<file path="src/rtl/core/chbe_pkg.sv">
`timescale 1ns / 1ps
// ----------------------------------------------------------------------------
// Chunked body extractor package
// Shared result codes, parse phases and the result bundle of the parser.
// ----------------------------------------------------------------------------
package chbe_pkg;

   localparam int LEN_W = 32;

   typedef enum logic [1:0] {
      KIND_DATA = 2'd0,
      KIND_END  = 2'd1,
      KIND_ERR  = 2'd2
   } kind_type;

   typedef enum logic [2:0] {
      ERR_NONE     = 3'd0,
      ERR_BAD_HEX  = 3'd1,
      ERR_OVERFLOW = 3'd2,
      ERR_NO_CRLF  = 3'd3,
      ERR_EARLY    = 3'd4
   } err_type;

   typedef enum logic [7:0] {
      PH_HEADER    = 8'b0000_0001,
      PH_SIZE      = 8'b0000_0010,
      PH_SIZE_LF   = 8'b0000_0100,
      PH_DATA      = 8'b0000_1000,
      PH_DATA_CRLF = 8'b0001_0000,
      PH_PLAIN     = 8'b0010_0000,
      PH_DONE      = 8'b0100_0000,
      PH_ERROR     = 8'b1000_0000
   } phase_type;

   typedef struct packed {
      logic             valid;
      logic [7:0]       body_byte;
      kind_type         kind;
      err_type          code;
      logic [LEN_W-1:0] body_length;
   } result_type;

endpackage

</file>
<file path="src/rtl/core/chbe_parser.sv">
`timescale 1ns / 1ps
// ----------------------------------------------------------------------------
// Chunked body extractor parser
// Holds the parse state and works out the result of one request byte.
// ----------------------------------------------------------------------------
module chbe_parser #(
   parameter int SIZE_BITS = 32
) (
   input  logic                clock,
   input  logic                reset,
   input  logic                step,
   input  logic [7:0]          data_byte,
   input  logic                msg_start,
   input  logic                end_of_message,
   input  logic                chunked_mode,
   output chbe_pkg::result_type result
);
   import chbe_pkg::*;

   localparam logic [7:0] CHAR_CR = 8'h0D;
   localparam logic [7:0] CHAR_LF = 8'h0A;
   localparam logic [LEN_W-1:0] LEN_MAX = '1;

   phase_type            phase_ff, phase_in, ph;
   logic [1:0]           crlf_ff, crlf_in, crlf;
   logic [SIZE_BITS-1:0] acc_ff, acc_in, acc;
   logic                 seen_ff, seen_in, seen;
   logic [SIZE_BITS-1:0] rem_ff, rem_in, rem;
   logic [LEN_W-1:0]     count_ff, count_in, count;
   logic [4:0]           hex;
   logic                 finished;
   err_type              err;

   function automatic logic [4:0] hex_decode(input logic [7:0] c);
      logic [4:0] r;
      r = 5'd0;
      if (c >= 8'h30 && c <= 8'h39) begin
         r = {1'b1, 4'(c - 8'h30)};
      end else if (c >= 8'h61 && c <= 8'h66) begin
         r = {1'b1, 4'(c - 8'h57)};
      end else if (c >= 8'h41 && c <= 8'h46) begin
         r = {1'b1, 4'(c - 8'h37)};
      end
      return r;
   endfunction

   always_comb begin
      ph    = msg_start ? PH_HEADER : phase_ff;
      crlf  = msg_start ? 2'd0 : crlf_ff;
      acc   = msg_start ? '0 : acc_ff;
      seen  = msg_start ? 1'b0 : seen_ff;
      rem   = msg_start ? '0 : rem_ff;
      count = msg_start ? '0 : count_ff;

      phase_in = ph;
      crlf_in  = crlf;
      acc_in   = acc;
      seen_in  = seen;
      rem_in   = rem;
      count_in = count;
      hex      = hex_decode(data_byte);
      err      = ERR_NONE;
      finished = 1'b0;
      result   = '0;

      unique case (ph)
         PH_HEADER: begin
            if (crlf == 2'd3 && data_byte == CHAR_LF) begin
               crlf_in = 2'd0;
               if (chunked_mode) begin
                  phase_in = PH_SIZE;
                  acc_in   = '0;
                  seen_in  = 1'b0;
               end else begin
                  phase_in = PH_PLAIN;
               end
            end else if (!crlf[0] && data_byte == CHAR_CR) begin
               crlf_in = crlf + 2'd1;
            end else if (crlf[0] && data_byte == CHAR_LF) begin
               crlf_in = crlf + 2'd1;
            end else begin
               crlf_in = (data_byte == CHAR_CR) ? 2'd1 : 2'd0;
            end
            if (end_of_message) begin
               if (phase_in == PH_PLAIN) begin
                  phase_in           = PH_DONE;
                  finished           = 1'b1;
                  result.valid       = 1'b1;
                  result.kind        = KIND_END;
                  result.body_length = count;
               end else begin
                  err = ERR_EARLY;
               end
            end
         end
         PH_SIZE: begin
            if (data_byte == CHAR_CR) begin
               if (!seen) begin
                  err = ERR_BAD_HEX;
               end else begin
                  phase_in = PH_SIZE_LF;
               end
            end else if (!hex[4]) begin
               err = ERR_BAD_HEX;
            end else if (acc[SIZE_BITS-1 -: 4] != 4'd0) begin
               err = ERR_OVERFLOW;
            end else begin
               acc_in  = {acc[SIZE_BITS-5:0], hex[3:0]};
               seen_in = 1'b1;
            end
         end
         PH_SIZE_LF: begin
            if (data_byte != CHAR_LF) begin
               err = ERR_NO_CRLF;
            end else if (acc == '0) begin
               phase_in = PH_DATA_CRLF;
               crlf_in  = 2'd0;
            end else begin
               phase_in = PH_DATA;
               rem_in   = acc;
            end
         end
         PH_DATA: begin
            count_in           = (count == LEN_MAX) ? count : count + LEN_W'(1);
            result.valid       = 1'b1;
            result.body_byte   = data_byte;
            result.kind        = KIND_DATA;
            result.body_length = count_in;
            rem_in             = rem - SIZE_BITS'(1);
            if (rem_in == '0) begin
               phase_in = PH_DATA_CRLF;
               crlf_in  = 2'd0;
            end
         end
         PH_DATA_CRLF: begin
            if (crlf == 2'd0) begin
               if (data_byte == CHAR_CR) begin
                  crlf_in = 2'd1;
               end else begin
                  err = ERR_NO_CRLF;
               end
            end else if (data_byte != CHAR_LF) begin
               err = ERR_NO_CRLF;
            end else if (acc == '0) begin
               phase_in           = PH_DONE;
               finished           = 1'b1;
               result.valid       = 1'b1;
               result.kind        = KIND_END;
               result.body_length = count;
            end else begin
               phase_in = PH_SIZE;
               crlf_in  = 2'd0;
               acc_in   = '0;
               seen_in  = 1'b0;
            end
         end
         PH_PLAIN: begin
            count_in           = (count == LEN_MAX) ? count : count + LEN_W'(1);
            finished           = 1'b1;
            result.valid       = 1'b1;
            result.body_byte   = data_byte;
            result.kind        = KIND_DATA;
            result.body_length = count_in;
            if (end_of_message) begin
               phase_in = PH_DONE;
            end
         end
         default: begin
            finished = 1'b1;
         end
      endcase

      if (!finished) begin
         if (err == ERR_NONE && end_of_message) begin
            err = ERR_EARLY;
         end
         if (err != ERR_NONE) begin
            phase_in           = PH_ERROR;
            result.valid       = 1'b1;
            result.body_byte   = 8'd0;
            result.kind        = KIND_ERR;
            result.code        = err;
            result.body_length = count_in;
         end
      end
   end

   always_ff @(posedge clock) begin
      if (reset) begin
         phase_ff <= PH_HEADER;
         crlf_ff  <= 2'd0;
         acc_ff   <= '0;
         seen_ff  <= 1'b0;
         rem_ff   <= '0;
         count_ff <= '0;
      end else if (step) begin
         phase_ff <= phase_in;
         crlf_ff  <= crlf_in;
         acc_ff   <= acc_in;
         seen_ff  <= seen_in;
         rem_ff   <= rem_in;
         count_ff <= count_in;
      end
   end

endmodule

</file>
<file path="src/rtl/core/http_chunked_body_extractor_top.sv">
`timescale 1ns / 1ps
// A request byte is held in the input register until the result register can
// take its result. Throughput: one request byte per cycle while results are not
// stalled, set by the single parse step between the input and result registers.
// Reset: synchronous and active high; it clears the parse state, both pipeline
// valid flags and the chunked mode register.
// ----------------------------------------------------------------------------
// HTTP chunked body extractor
// Skips the response header, then passes plain or chunk-decoded body bytes
// and reports the end of the body or a parse error.
// ----------------------------------------------------------------------------
module http_chunked_body_extractor_top #(
   parameter int SIZE_BITS = 32
) (
   input  logic        clock,
   input  logic        reset,
   input  logic        csr_wen,
   input  logic        csr_wdata,
   input  logic        req_tvalid,
   output logic        req_tready,
   input  logic [7:0]  req_tdata,  // [7:0] data_byte
   input  logic        req_tuser,  // [0] msg_start
   input  logic        req_tlast,  // end_of_message
   output logic        rsp_tvalid,
   input  logic        rsp_tready,
   output logic [47:0] rsp_tdata,  // [7:0] body_byte, [10:8] error_code,
                                   // [42:11] body_length, [47:43] zero
   output logic [1:0]  rsp_tuser   // [1:0] result_kind
);
   import chbe_pkg::*;

   logic       mode_ff;
   logic       in_valid_ff, in_valid_in;
   logic [7:0] in_byte_ff;
   logic       in_start_ff;
   logic       in_last_ff;
   logic       advance;
   result_type result;
   logic       out_valid_ff, out_valid_in;
   result_type out_ff;

   assign advance      = in_valid_ff && (!out_valid_ff || rsp_tready);
   assign req_tready   = !in_valid_ff || advance;
   assign in_valid_in  = req_tvalid ? 1'b1 : (in_valid_ff && !advance);
   assign out_valid_in = advance ? result.valid : (out_valid_ff && !rsp_tready);

   chbe_parser #(
      .SIZE_BITS(SIZE_BITS)
   ) u_parser (
      .clock         (clock),
      .reset         (reset),
      .step          (advance),
      .data_byte     (in_byte_ff),
      .msg_start     (in_start_ff),
      .end_of_message(in_last_ff),
      .chunked_mode  (mode_ff),
      .result        (result)
   );

   always_ff @(posedge clock) begin
      if (reset) begin
         mode_ff      <= 1'b0;
         in_valid_ff  <= 1'b0;
         out_valid_ff <= 1'b0;
      end else begin
         if (csr_wen) begin
            mode_ff <= csr_wdata;
         end
         if (req_tready) begin
            in_valid_ff <= in_valid_in;
         end
         out_valid_ff <= out_valid_in;
      end
   end

   always_ff @(posedge clock) begin
      if (req_tvalid && req_tready) begin
         in_byte_ff  <= req_tdata;
         in_start_ff <= req_tuser;
         in_last_ff  <= req_tlast;
      end
      if (advance && result.valid) begin
         out_ff <= result;
      end
   end

   assign rsp_tvalid = out_valid_ff;
   assign rsp_tdata  = {5'd0, out_ff.body_length, out_ff.code, out_ff.body_byte};
   assign rsp_tuser  = out_ff.kind;

endmodule

</file>
<file path="config.mk">
export PLATFORM = sky130hd
export DESIGN_NAME = http_chunked_body_extractor_top
export DESIGN_NICKNAME = d
export VERILOG_FILES = /design/src/rtl/core/chbe_pkg.sv /design/src/rtl/core/chbe_parser.sv /design/src/rtl/core/http_chunked_body_extractor_top.sv
export SDC_FILE = /design/constraint.sdc
export NUM_CORES = 1
export LEC_CHECK = 0
export ABC_AREA = 1
export BUFFER_PORTS_ARGS = -buffer_cell sky130_fd_sc_hd__buf_2
export CAP_MARGIN = 20
export CELL_PAD_IN_SITES_DETAIL_PLACEMENT = 2
export CELL_PAD_IN_SITES_GLOBAL_PLACEMENT = 2
export CORE_ASPECT_RATIO = 1.4
export CORE_UTILIZATION = 34
export CTS_CLUSTER_SIZE = 16
export DETAILED_ROUTE_END_ITERATION = 10
export GPL_TIMING_DRIVEN = 0
export PLACE_DENSITY_LB_ADDON = 0.1
export SYNTH_ARGS = -nofsm -noshare
export SYNTH_HDL_FRONTEND = slang
export SYNTH_HIERARCHICAL = 1
export SYNTH_SLANG_ARGS = --single-unit
</file>
<file path="constraint.sdc">
create_clock -name clock -period 7.3 [get_ports clock]
set_input_delay 1.095 -clock clock [delete_from_list [all_inputs] [get_ports clock]]
set_output_delay 1.095 -clock clock [all_outputs]
set_load 0.005 [all_outputs]
</file>
==> flow_metrics.tcl <==
set metrics [dict create \
    r2r_setup_slack_ps 1280 \
    leakage_nw 5.96 \
    multi_input_area_mm2 0.00625 \
    layout-drive-gt1-share 0.103 \
    io_pins 68 \
    fin_hold_ws_ps 485 \
    arrival_ps 6180 \
    clk-insertion-delay-late_ps 460 \
    tns_ps 0 \
    die_h_um 220 \
    synth_most_common_cell "nand2_1" \
    synth-edff-count 55 \
    std_cell_rows 79 \
    setup_viol 0 \
    regToRegEndpoint "rsp_tdata[24]" \
    area_growth_pct 13.0 \
    post_cts_buffers 0 \
    vias 13000 \
    synthTopCellsByCount "nand2_1 (463), inv_1 (258), o21ai_0 (175), nor2_1 (167), a21oi_1 (149)" \
    timing.rr.start "in_start_ff" \
    fillers 4217 \
    netlist_instances 1803 \
    maxCapViolations 0 \
    synth_top_area_frac 0.191 \
    yosys_most_used_dff "dfxtp_1" \
    yosysWarnings 6 \
    initial_core_util 0.347 \
    fin_cells 2350 \
    max_freq_ghz 0.166 \
    crit_path_start_kind "register" \
    track_usage 0.333 \
    clk_pin_slew_ps 70 \
    placedCellCount 2318 \
    p_per_area_mw_per_mm2 191 \
    cts_sinks 165 \
    avgSynthCellArea_um2 6.40 \
    holdPathStages 2 \
    yosys.area.top_type "dfxtp_1" \
    busiest_layer "met2" \
    final_antenna_net_count 0 \
    routed_wl_um 56200 \
    worstHoldEndpoint "u_parser/phase_ff[6]" \
    worstPathMaxFanout 13 \
    status "finished clean" \
    r2r_cells 24 \
    yosysSeqAreaShare 0.334 \
    regArea_mm2 0.00385 \
    use_met1 0.335 \
    ir_drop_uv 93.4 \
    clockRootBuffer "clkbuf_16" \
    cts_max_level 4 \
    cp.required_ps 7460 \
    async_reset_ff_frac 0 \
    grt_antenna_before_repair 0 \
    firstDrtPassIters 7 \
    nets 1918 \
    core-area_mm2 0.0333 \
    relSlewSlack 0.325 \
    routedWlPerCell_um 23.9 \
    grt_pass1_vias 14200 \
    synthTopCellsByArea "dfxtp_1 (19%), nand2_1 (15%), edfxtp_1 (14%)" \
    viasPerCell 5.54 \
    antenna_cells 0 \
    tritoncts "built" \
    hold_buffers 0 \
    grt.overflow.total 0 \
    grt_setup_unrepaired "no" \
    cts_buffers 17 \
    drcViolationCount 0 \
    ys_ff_latch 165 \
    drt-initial-drc-count 610 \
    end_kind "register" \
    gr-usage-met2 0.629 \
    max-clock-path-buffers 2 \
    slew_violations 0 \
    hp-start "u_parser/phase_ff[6]" \
    grt_max_degree 17 \
    met3_usage 0.0403 \
    die_w_um 158 \
    critical_path_class "reg2reg" \
    gp_congestion 1.02 \
    grt_pass1_wl_um 84700 \
    hold_path_class "reg2reg" \
    tightest_slew_ps 1010 \
    dp_hpwl_um 44100 \
    synth.cell_area_mm2 0.0115 \
    die_area_mm2 0.0347 \
    cts-resized-gates 0 \
    period_minus_slack_ps 6020 \
    synth_cell_types 46 \
    hold_viol_final 0 \
    clock_skew_ps 11.3 \
    numPortBuffers 62 \
    timing.final.crit_share 0.824 \
]
## sequential cells by signal (all words and copies together), names as in the netlist, 2 cells and up
name / count
u_parser/count_ff: 32
in_byte_ff: 8
u_parser/crlf_ff: 2
rsp_tuser: 2
u_parser/acc_ff: 32
rsp_tdata: 43
u_parser/rem_ff: 32
u_parser/phase_ff: 8
## through the flow
step                      worst slack (ps)   util  total power, mW  instance area, um2
after floorplan                       1060      -             1.37               11600
after global placement               -2210  0.373             1.55               12400
after detailed placement              1370  0.374             1.57               12500
after CTS                             1290  0.392             2.50               13000
after global routing                   973  0.392             2.59               13000
final                                 1280  0.392             2.49               13000
## area by class of cell
class,count,area share
buffer,86,0.0349
multi-input combinational,1289,0.479
clock inverter,15,0.0110
inverter,267,0.0768
timing repair buffer,66,0.0272
clock buffer,17,0.0326
tap,445,0.0427
sequential,165,0.295
## metal layers
layer  vias up  routed length, um
li1       6077                  -
met1      6504              21100
met2       280              29900
met4         0               3840
met3       169               1370
met5         -                  0
## worst max-delay path: stages (launching register included)
cell and delay [ps]:
edfxtp_1 500, inv_2 150, buf_6 200, buf_6 230, buf_2 470, buf_2 460, nand2_1 180, inv_1 170
ha_1 180, nand2_1 150, nor2_1 180, a21oi_1 90, nand2_1 130, nor2_1 60, nand2_1 140, nand3_2 150
nor2_1 250, inv_1 250, buf_2 300, nand3_1 120, inv_1 80, nor3_2 590, buf_6 250, buf_6 180
buf_6 190
## report_power, final
group          internal (mW)  total (mW)  switching (mW)
clock                  0.479       0.923           0.445
sequential             0.999        1.03          0.0345
combinational          0.143       0.529           0.387
total                   1.62        2.49           0.866
## layout by cell type, fill, tap and decap left out, types with 11 or more instances in the layout
cell type    n
nand2_1    463
inv_1      258
o21ai_0    175
nor2_1     167
a21oi_1    149
dfxtp_1    110
nand3_1     80
buf_2       75
edfxtp_1    55
clkbuf_1    49
nand4_1     32
nor3_1      31
o211ai_1    25
xor2_1      18
clkbuf_16   17
o21ai_1     16
buf_6       14
nand2_2     14
nor2_2      14
a41oi_1     14
buf_4       11
nor4_1      11
## cells by family (layout without fill, tap and decap cells)
kind of cell / Yosys count / in the layout / share of synthesized area
compound gates: 415 / 415 / 0.199
xor+xnor: 21 / 21 / 0.0159
fa+ha+maj: 10 / 10 / 0.0108
buf+inv: 353 / 451 / 0.126
flops: 165 / 165 / 0.334
mux: 1 / 1 / 0.000867
other cells: 1 / 5 / 0.000325
simple gates: 837 / 837 / 0.313
## worst max path at each step
stage	start	endpoint	slack, ps	depth (start not counted)
final	in_start_ff	rsp_tdata[24]	1280	24
after global routing	in_start_ff	rsp_tdata[24]	970	24
after CTS	in_start_ff	rsp_tdata[15]	1290	24
after detailed placement	in_start_ff	rsp_tdata[17]	1370	24
after global placement	in_start_ff	rsp_tdata[13]	-2210	21
after floorplan	in_start_ff	rsp_tdata[0]	1060	21
No activity file was read; power rests on OpenSTA's default activity.
